$ cat src/sv/rgbrle_pkg.sv
// Shared types and constants for the RGB run-length packet encoder.
// No dependencies; imported by the front end, queue, back end and top level.
`default_nettype none

package rgbrle_pkg;

  localparam int BYTE_W      = 8;
  localparam int SLOT_N      = 8;   // most bytes one pixel can cause
  localparam int SLOT_IDX_W  = 3;
  localparam int COUNT_W     = 4;   // holds 0..SLOT_N
  localparam int QUEUE_DEPTH = 4;
  localparam int QPTR_W      = 2;
  localparam int QCNT_W      = 3;

  // header of a run of two or more pixels is this base plus count minus one
  localparam logic [BYTE_W-1:0] RUN_HDR_BASE   = 8'd128;
  localparam logic [BYTE_W-1:0] SINGLE_HDR     = 8'd0;

  // bytes of one pixel's packets, slot 0 goes out first
  typedef struct packed {
    logic [SLOT_N-1:0][BYTE_W-1:0] byte_list;
    logic [COUNT_W-1:0]            byte_count;
  } cmd_t;

endpackage

`default_nettype wire

$ cat src/sv/rgbrle_front.sv
// Front end: takes pixels, keeps the open run and the mode register, and
// turns each pixel into a byte list for the queue. Depends on rgbrle_pkg.
`default_nettype none

module rgbrle_front import rgbrle_pkg::*; #(
  parameter int MAX_RUN = 128
) (
  input  wire logic       clk,
  input  wire logic       rst,
  input  wire logic       cfg_write,
  input  wire logic       cfg_data,
  input  wire logic [7:0] red,
  input  wire logic [7:0] green,
  input  wire logic [7:0] blue,
  input  wire logic       last_pixel,
  input  wire logic       pixel_valid,
  output logic            pixel_stall,
  input  wire logic       queue_full,
  output logic            push,
  output cmd_t            push_cmd
);

  localparam int RUN_W = $clog2(MAX_RUN + 1);

  logic             rle_enable;
  logic [23:0]      run_colour;
  logic [RUN_W-1:0] run_length;
  logic [23:0]      run_colour_next;
  logic [RUN_W-1:0] run_length_next;

  logic [23:0]            pix;
  logic                   accept;
  logic                   extend;
  logic                   has_a;
  logic                   has_b;
  logic                   b_has_hdr;
  logic [RUN_W-1:0]       len_new;
  logic [BYTE_W-1:0]      hdr_a;
  logic [BYTE_W-1:0]      hdr_b;
  logic [3:0][BYTE_W-1:0] a_bytes;
  logic [3:0][BYTE_W-1:0] b_bytes;
  logic [COUNT_W-1:0]     b_len;

  assign pix         = {red, green, blue};
  assign pixel_stall = queue_full;
  assign accept      = pixel_valid && !queue_full;

  assign extend  = (run_length != '0) && (pix == run_colour) &&
                   (run_length < RUN_W'(MAX_RUN));
  assign len_new = extend ? run_length + RUN_W'(1) : RUN_W'(1);

  assign hdr_a = (run_length > RUN_W'(1)) ?
                 RUN_HDR_BASE + BYTE_W'(run_length) - 8'd1 : SINGLE_HDR;
  assign hdr_b = (len_new > RUN_W'(1)) ?
                 RUN_HDR_BASE + BYTE_W'(len_new) - 8'd1 : SINGLE_HDR;

  // element 0 is the rightmost in each concatenation and goes out first
  always_comb begin
    run_colour_next = run_colour;
    run_length_next = run_length;
    has_a     = 1'b0;
    has_b     = 1'b0;
    b_has_hdr = 1'b0;
    a_bytes   = {run_colour[7:0], run_colour[15:8], run_colour[23:16], hdr_a};
    b_bytes   = {SINGLE_HDR, pix[7:0], pix[15:8], pix[23:16]};
    if (!rle_enable) begin
      // flush any open run, then the raw pixel
      has_a = (run_length != '0);
      has_b = 1'b1;
      run_length_next = '0;
    end else begin
      has_a = !extend && (run_length != '0);
      if (!extend) begin
        run_colour_next = pix;
      end
      run_length_next = len_new;
      if (last_pixel) begin
        has_b     = 1'b1;
        b_has_hdr = 1'b1;
        b_bytes   = {run_colour_next[7:0], run_colour_next[15:8],
                     run_colour_next[23:16], hdr_b};
        run_length_next = '0;
      end
    end
  end

  assign b_len = has_b ? (b_has_hdr ? 4'd4 : 4'd3) : 4'd0;

  always_comb begin
    if (has_a) begin
      push_cmd.byte_list  = {b_bytes, a_bytes};
      push_cmd.byte_count = 4'd4 + b_len;
    end else begin
      push_cmd.byte_list  = {32'd0, b_bytes};
      push_cmd.byte_count = b_len;
    end
  end

  assign push = accept && (has_a || has_b);

  always_ff @(posedge clk) begin
    if (rst) begin
      rle_enable <= 1'b1;
      run_colour <= '0;
      run_length <= '0;
    end else begin
      if (cfg_write) begin
        rle_enable <= cfg_data;
      end
      if (accept) begin
        run_colour <= run_colour_next;
        run_length <= run_length_next;
      end
    end
  end

endmodule

`default_nettype wire

$ cat src/sv/rgbrle_queue.sv
// Short first-in first-out queue of byte lists between front and back.
// Depends on rgbrle_pkg.
`default_nettype none

module rgbrle_queue import rgbrle_pkg::*; (
  input  wire logic clk,
  input  wire logic rst,
  input  wire logic push,
  input  cmd_t      push_cmd,
  input  wire logic pop,
  output logic      full,
  output logic      empty,
  output cmd_t      head
);

  cmd_t              entry [QUEUE_DEPTH];
  logic [QPTR_W-1:0] wr_ptr;
  logic [QPTR_W-1:0] rd_ptr;
  logic [QCNT_W-1:0] fill;
  logic              do_push;
  logic              do_pop;

  assign full    = (fill == QCNT_W'(QUEUE_DEPTH));
  assign empty   = (fill == '0);
  assign head    = entry[rd_ptr];
  assign do_push = push && !full;
  assign do_pop  = pop && !empty;

  always_ff @(posedge clk) begin
    if (do_push) begin
      entry[wr_ptr] <= push_cmd;
    end
  end

  always_ff @(posedge clk) begin
    if (rst) begin
      wr_ptr <= '0;
      rd_ptr <= '0;
      fill   <= '0;
    end else begin
      if (do_push) begin
        wr_ptr <= wr_ptr + QPTR_W'(1);
      end
      if (do_pop) begin
        rd_ptr <= rd_ptr + QPTR_W'(1);
      end
      if (do_push && !do_pop) begin
        fill <= fill + QCNT_W'(1);
      end else if (do_pop && !do_push) begin
        fill <= fill - QCNT_W'(1);
      end
    end
  end

endmodule

`default_nettype wire

$ cat src/sv/rgbrle_back.sv
// Back end: walks the head byte list one byte per cycle, while byte_stall is low,
// into the output register and pops the queue as it loads the final byte. Depends on rgbrle_pkg.
`default_nettype none

module rgbrle_back import rgbrle_pkg::*; (
  input  wire logic       clk,
  input  wire logic       rst,
  input  wire logic       empty,
  input  cmd_t            head,
  output logic            pop,
  output logic [7:0]      out_byte,
  output logic            last_of_item,
  output logic            byte_valid,
  input  wire logic       byte_stall
);

  logic [SLOT_IDX_W-1:0] byte_idx;
  logic                  load;
  logic                  final_byte;

  // output register is free when empty or being taken this cycle
  assign load       = !empty && (!byte_valid || !byte_stall);
  assign final_byte = ({1'b0, byte_idx} == head.byte_count - 4'd1);
  assign pop        = load && final_byte;

  always_ff @(posedge clk) begin
    if (load) begin
      out_byte     <= head.byte_list[byte_idx];
      last_of_item <= final_byte;
    end
  end

  always_ff @(posedge clk) begin
    if (rst) begin
      byte_valid <= 1'b0;
      byte_idx   <= '0;
    end else begin
      if (load) begin
        byte_valid <= 1'b1;
        byte_idx   <= final_byte ? '0 : byte_idx + SLOT_IDX_W'(1);
      end else if (!byte_stall) begin
        byte_valid <= 1'b0;
      end
    end
  end

endmodule

`default_nettype wire

$ cat src/sv/rgb_run_length_packet_encoder_unit.sv
// Top level of the RGB run-length packet encoder: front end, queue, back end.
// Depends on rgbrle_pkg, rgbrle_front, rgbrle_queue, rgbrle_back.
//
//   channel  | handshake                 | payload
//   ---------+---------------------------+------------------------------------
//   pixel    | pixel_valid / pixel_stall | red, green, blue, last_pixel
//   byte     | byte_valid / byte_stall   | out_byte, last_of_item
//   config   | cfg_write                 | cfg_data (rle_enable, resets to 1)
//
// A pixel is taken whenever the 4-entry queue has room; it
// causes 0, 3, 4, 7 or 8 output words, sent one word per cycle from the
// output register while byte_stall is low. The pixel's byte list is
// written into the queue and its first word then loaded into the output
// register. Reset clears run state, queue and output valid.
// Stalls on the byte side back up through the queue to pixel_stall.
`default_nettype none

module rgb_run_length_packet_encoder_unit import rgbrle_pkg::*; #(
  parameter int MAX_RUN = 128
) (
  input  wire logic       clk,
  input  wire logic       rst,
  input  wire logic       cfg_write,
  input  wire logic       cfg_data,
  input  wire logic [7:0] red,
  input  wire logic [7:0] green,
  input  wire logic [7:0] blue,
  input  wire logic       last_pixel,
  input  wire logic       pixel_valid,
  output logic            pixel_stall,
  output logic [7:0]      out_byte,
  output logic            last_of_item,
  output logic            byte_valid,
  input  wire logic       byte_stall
);

  logic push;
  logic pop;
  logic full;
  logic empty;
  cmd_t push_cmd;
  cmd_t head;

  rgbrle_front #(.MAX_RUN(MAX_RUN)) u_front (
    .clk         (clk),
    .rst         (rst),
    .cfg_write   (cfg_write),
    .cfg_data    (cfg_data),
    .red         (red),
    .green       (green),
    .blue        (blue),
    .last_pixel  (last_pixel),
    .pixel_valid (pixel_valid),
    .pixel_stall (pixel_stall),
    .queue_full  (full),
    .push        (push),
    .push_cmd    (push_cmd)
  );

  rgbrle_queue u_queue (
    .clk      (clk),
    .rst      (rst),
    .push     (push),
    .push_cmd (push_cmd),
    .pop      (pop),
    .full     (full),
    .empty    (empty),
    .head     (head)
  );

  rgbrle_back u_back (
    .clk          (clk),
    .rst          (rst),
    .empty        (empty),
    .head         (head),
    .pop          (pop),
    .out_byte     (out_byte),
    .last_of_item (last_of_item),
    .byte_valid   (byte_valid),
    .byte_stall   (byte_stall)
  );

endmodule

`default_nettype wire

$ cat config.mk
export PLATFORM = sky130hd
export DESIGN_NAME = rgb_run_length_packet_encoder_unit
export DESIGN_NICKNAME = d
export VERILOG_FILES = /design/src/sv/rgbrle_pkg.sv /design/src/sv/rgbrle_front.sv /design/src/sv/rgbrle_queue.sv /design/src/sv/rgbrle_back.sv /design/src/sv/rgb_run_length_packet_encoder_unit.sv
export SDC_FILE = /design/constraint.sdc
export NUM_CORES = 1
export LEC_CHECK = 0
export BUFFER_PORTS_ARGS = -buffer_cell sky130_fd_sc_hd__buf_2
export CAP_MARGIN = 20
export CORE_MARGIN = 4
export CORE_UTILIZATION = 25
export DETAILED_ROUTE_END_ITERATION = 10
export GPL_TIMING_DRIVEN = 0
export PLACE_DENSITY = 0.42
export SYNTH_ARGS = -nofsm -noshare
export SYNTH_HDL_FRONTEND = slang
export SYNTH_HIERARCHICAL = 1
export SYNTH_SLANG_ARGS = --single-unit
export TNS_END_PERCENT = 5
$ cat constraint.sdc
create_clock -name clk -period 3.95 [get_ports clk]
set_input_delay 0.395 -clock clk [delete_from_list [all_inputs] [get_ports clk]]
set_output_delay 0.395 -clock clk [all_outputs]
set_load 0.05 [all_outputs]
# Yosys cells after proc, flatten, opt, wreduce, memory -nomap -nowiden
# Memories as Yosys holds them, arrays and structs flattened. A register that Yosys moved wholly into a read port is not among the register bits.
# Index checks and enable logic that the tools add are counted.
# word_totals
in_bits	31
romBits	0
output_inout_bits	11
wordCells	81
ram_bits	272
ff_bits	53
n_memories	1
latchBits	0
# classes
shift	0
n_addsub	12
muxes	26
n_mul	0
n_bitwise	0
n_reduce_logical	24
n_lt_le_gt_ge	4
div	0
n_eq_ne	4
# mem_list
name	depth	width	rd	rd_clocked_by_memory_dff	wr	line_no	rtl
u_queue.entry	4	68	1	1	1	rgbrle_queue.sv:16	cmd_t entry [QUEUE_DEPTH];
# op_table
op	count
$mux 68	1
$mux 32	2
$mux 8	6
$bmux 8 s3	1
$eq 24x24->1	1
$mux 24	1
$add 8x8->8 const A	2
$gt 8x1->1 const B	2
$sub 8x1->8 const B	2
$mux 3	4
$logic_and 1x1->1	11
$add 8x1->8 const B	1
$lt 8x8->1 const B	1
$mux 1	8
$reduce_bool 8->1	1
$logic_not 1->1	7
$add 3x1->3 const B	2
$add 2x1->2 const B	2
$add 3x4->4 const A	1
$eq 3x4->1	1
$lt 3x4->1 const B	1
$mux 2	2
$mux 4	1
$sub 4x1->4 const B	1
other kinds (7)	8

# Longest topological paths before layout
# logic_depth
word_depth	13
mapped_depth	16
depth_no_buf	14

# Hierarchy
# Netlist, hierarchy kept.
# modules_own_cells
module	area_per_inst_um2	n_inst	cells_each	seq_area_each_um2
rgbrle_queue	10293.6	1	404	8348.0
rgbrle_front	3044.2	1	429	660.6
rgbrle_back	1091.0	1	72	350.3

# Worst setup path after synthesis
# No wires, ideal clock.
# synth_path
path_kind	register to register
start	reg u_front.run_length[0]
end	mem u_queue/entry[2][10] (netlist name), enable pin
path_buffers	3
setup_ns	0.433
period_less_slack_ns	4.243
arrival_ns	3.809
path_stages_with_launch	12
setup_slack_ns	-0.293
required_time_ns	3.517
path_cell_list	dfxtp_1 > buf_2 > inv_1 > ha_1 > and3_1 > buf_6 > or2_2 > clkbuf_1 > a31oi_1 > inv_1 > nor2_1 > and2_1
# synth_between
elab_chain_cells	11
elab_cells_between_ends	12
cone_classes	1 x order compare; 3 x mux; 8 x reduce/logical
# synth_rtl
item	line_no	rtl
start: declaration	rgbrle_front.sv:27	logic [RUN_W-1:0] run_length;
start signal: assignment	rgbrle_front.sv:112	run_length <= run_length_next;
branches (longest 5 deep; another with $lt 8x8->1)	--	
$mux 1 *	rgbrle_front.sv:66	if (!rle_enable) begin
$logic_or 1x1->1 *	rgbrle_front.sv:99	assign push = accept && (has_a || has_b);
$logic_and 1x1->1 *	rgbrle_front.sv:99	
net push	rgb_run_length_packet_encoder_unit.sv:37	logic push;
$logic_and 1x1->1 *	rgbrle_queue.sv:26	assign do_push = push && !full;
net u_queue.do_push	rgbrle_queue.sv:20	logic do_push;
$mux 1 *	rgbrle_queue.sv:30	if (do_push) begin
$mux 1 (implied by the code) *	rgbrle_queue.sv:31	entry[wr_ptr] <= push_cmd;
end: declaration	rgbrle_queue.sv:16	
# Mark *: on every way through the listed nets, which the timed path passes.

==> flow_results.org <==
** Status
- The flow ran to the end, and the final reports show no timing, DRC or antenna violations.

** STA
- Between clock sinks in the finished design, the worst skew comes to 0.0238 ns.
- Period minus WS final :: 3.75 ns
- Transition time of the tightest slew-check pin :: 1.08 ns
- Number of failing setup endpoints in the final timing report :: 0
- In this run the tightest slew margin relative to its limit is 27.8%.
- Fin. max-slew vios :: 0
- Ratio of final minimum period to clock period :: 94.9%
- Unrepaired setup endpoints after global routing :: no
- Derived from the worst setup path, the maximum achievable clock frequency is 267 MHz.
- Final Hold Fails :: 0

** Floorplan
- Core area :: 56700 um2
- The die covers 61600 um2.
- Vertical die dimension :: 248 um
- For this design the top-level I/O count stands at 42.
- The die is 248 um wide.
- The initialized floorplan defines 87 standard-cell rows.
- Initial Util :: 25.4%

** Drt
- DR WL/cell :: 23.8 um
- Detailed-route DRC error count :: 0
- Dividing the detail-routed via count by the number of cells gives 4.75.
- The detail route stage leaves a number of antenna-violating nets equal to 0.
- Number of detailed-route iterations in the first pass :: 5
- Number of vias in the routed layout :: 8461
- For this block, the initial DRC count from the detailed router was 561.
- Total Routed Length :: 42.4 mm

** GRT
- Entering global routing, the biggest net connects 40 pins.
- Overall overflow remaining after global route :: 0
- In the global route stage, overall resource usage came out at 13.8%.
- Vias in the first global route :: 8569
- Wire length of the first global-routing pass :: 60.8 mm
- The initial antenna violation count was 6.

** Cells and area
- Once layout is done, the placed cells without fillers occupy 17200 um2.
- Synthesis-to-layout area growth :: 19.4%
- At the end of the flow the core is filled with cells to 30.4%.
- The top cell types in the final layout, fill and taps aside, are 281 x sky130_fd_sc_hd__edfxtp_1, 75 x sky130_fd_sc_hd__mux4_2, 68 x sky130_fd_sc_hd__nand2_1, 57 x sky130_fd_sc_hd__buf_2, 51 x sky130_fd_sc_hd__a21oi_1.
- Cells with a size suffix above 1 make up 26.9% of the layout.
- NumNets Final :: 1044
- Leading cell type in the layout, fill and taps excluded :: sky130_fd_sc_hd__edfxtp_1

** CTS
- Clock tree synthesis selected as its root buffer the cell sky130_fd_sc_hd__clkbuf_16.
- The clock net in this run drives a total of 327 sinks.
- TritonCTS clock tree :: built
- TritonCTS created 39 clock buffers.
- The clock passes through at most 3 buffers.
- The clock reaches the later pin of the worst-skew pair after 0.56 ns.
- CTS built an H-tree with a depth of 2.
- After clock tree synthesis, the clock-pin slew on the worst setup and hold paths is 0.06 ns.

** Worst setup path
- Reg2Reg Setup Slack :: 0.20 ns
- Worst setup path endpoint :: u_queue/entry[3][9]
- The critical path in this run is classified as reg -> reg.
- Data required, critical path :: 4.19 ns
- Crit-path max FO :: 10
- Critical path capture point type :: flop
- Reg-to-reg startpoint :: u_front/run_length[0]
- Capturing point of the worst reg2reg path :: u_queue/entry[3][9]
- Cells on worst reg2reg path :: 15
- STA classifies the critical path startpoint as a flop.
- In this run the worst setup path begins at u_front/run_length[0].
- Worst path arrival time :: 3.99 ns

** Synth
- For this run, the leading register cell type out of synthesis is sky130_fd_sc_hd__edfxtp_1.
- Yosys top cell by area :: sky130_fd_sc_hd__edfxtp_1
- In this run the mean area of a mapped cell was 15.9 um2.
- Synth unique cells :: 64
- The synthesized design contains 327 register bits.
- Counting every net in the synthesized netlist gives 950.
- Ys async rst share :: 0%
- Syn Inst Count :: 905
- In this run the cell area of the synthesized design comes to 14400 um2.
- Fraction of the yosys area taken by sequential cells :: 64.9%
- Top cells by area, synth :: sky130_fd_sc_hd__edfxtp_1 58%, sky130_fd_sc_hd__mux4_2 12%, sky130_fd_sc_hd__dfxtp_1 6.4%, sky130_fd_sc_hd__a21oi_1 1.9%, sky130_fd_sc_hd__nand2_1 1.8%
- EDFF count, synth :: 281
- Top-area cell type share of the netlist area :: 58.5%
- Yosys printed 6 warnings.

** Power and ir drop
- The design draws 10.1 mW.
- Leakage Power :: 5.66 nW
- The worst-case IR drop observed on VDD is 0.393 mV.
- Dividing total power by cell area gives a power density of 589 nW/um2.

** Placement
- Area after detailed placement :: 15700 um2
- Port buffering added 41 buffers.
- Detail Placement HPWL :: 29.1 mm
- Final Wtd Congestion :: 0.819

** Worst hold path
- Path type of the worst min-delay path :: in -> reg

** Run
- Number of max-capacitance violations reported :: 0
## critical path, cell delays in order (launching register included)
cell                         delay (ns)
sky130_fd_sc_hd__dfxtp_4           0.38
sky130_fd_sc_hd__buf_8             0.15
sky130_fd_sc_hd__clkinvlp_4        0.12
sky130_fd_sc_hd__ha_2              0.23
sky130_fd_sc_hd__and3_1            0.16
sky130_fd_sc_hd__buf_6             0.14
sky130_fd_sc_hd__or4_4             0.54
sky130_fd_sc_hd__buf_6             0.16
sky130_fd_sc_hd__or2_4             0.26
sky130_fd_sc_hd__nor2_2            0.11
sky130_fd_sc_hd__ha_2              0.29
sky130_fd_sc_hd__nor2_4            0.05
sky130_fd_sc_hd__inv_1             0.11
sky130_fd_sc_hd__a41oi_4           0.19
sky130_fd_sc_hd__a32oi_2           0.40
sky130_fd_sc_hd__o22ai_2           0.16
## where the power goes
group	internal, mW	switching [mW]
logic	0.837	1.39
registers	4.28	0.137
clock network	2.08	1.41
## worst min path at each step
stage | cells after the start | start | slack (ns) | endpoint
floorplan | 2 | u_front/run_colour[1] | 0.46 | u_front/run_colour[1]
CTS | 2 | cfg_write | 0.04 | u_front/rle_enable
detailed placement | 2 | u_front/run_colour[14] | 0.48 | u_front/run_colour[14]
global route | 2 | cfg_write | 0.05 | u_front/rle_enable
finish | 2 | cfg_write | 0.07 | u_front/rle_enable
global placement | 2 | u_back/byte_valid | 0.46 | u_back/byte_valid
## logic make-up (layout without fill, tap and decap cells)
kind of cell,Yosys count,after routing,synth area share [%]
compound gates,119,119,5.40
buf+inv,80,200,3.10
flops,327,327,64.9
xor+xnor,45,45,2.73
simple gates,210,210,7.23
mux,110,110,15.4
fa+ha+maj,14,14,1.27
other cells,0,2,0
## routing by layer
| layer | wire, um | up-vias | global-route usage (%) |
|---|---|---|---|
| met4 | 1090 | 2 | 3.91 |
| met3 | 2480 | 64 | 2.85 |
| met1 | 19800 | 4393 | 19.9 |
| met5 | 13 | - | 0 |
| met2 | 19000 | 254 | 21.0 |
| li1 | - | 3748 | - |
## state kept, by name (all words and copies together) (netlist names), 2 cells and up, named ones only
register            count
u_queue/wr_ptr          2
u_front/run_length      8
u_queue/entry         272
u_front/run_colour     24
u_queue/fill            3
u_queue/rd_ptr          2
u_back/byte_idx         3
u_back/out_byte         8
## stage by stage
step	instances	TNS [ns]	setup slack (ns)	hold WS (ns)
after floorplan	905	-59.62	-0.292	0.456
after global placement	1702	-870.81	-3.44	0.461
after detailed placement	1707	-284.61	-1.14	0.476
after CTS	1775	0	0.0105	0.0395
after global routing	1781	0	0.0391	0.0518
final	1783	0	0.202	0.0719
## synthesized netlist by cell type, types with 17 or more instances
| cell type | number |
|---|---|
| sky130_fd_sc_hd__nor2_1 | 41 |
| sky130_fd_sc_hd__inv_1 | 17 |
| sky130_fd_sc_hd__edfxtp_1 | 281 |
| sky130_fd_sc_hd__clkbuf_1 | 27 |
| sky130_fd_sc_hd__xor2_1 | 22 |
| sky130_fd_sc_hd__a21oi_1 | 54 |
| sky130_fd_sc_hd__xnor2_1 | 23 |
| sky130_fd_sc_hd__nor3_1 | 24 |
| sky130_fd_sc_hd__nand2_1 | 68 |
| sky130_fd_sc_hd__dfxtp_1 | 46 |
| sky130_fd_sc_hd__buf_2 | 18 |
| sky130_fd_sc_hd__mux4_2 | 75 |
| sky130_fd_sc_hd__mux2i_1 | 18 |
## final cells by class
type | instances | area, um2
antenna | 2 | 5.00
multi-input combinational | 498 | 4830
tap | 756 | 946
inverter | 18 | 71.3
fill | 5614 | 39500
timing repair buffer | 55 | 398
clock inverter | 21 | 230
clock buffer | 46 | 1000
buffer | 60 | 389
sequential | 327 | 9360
## repair_timing
item / in CTS / in global routing
pin swaps: 5 / 3
hold buffers: 0 / 0
gates resized for setup: 35 / 9
endpoints found under the setup margin: 327 / 76
setup buffers: 3 / 6
Power figures use the tool's default switching activity.
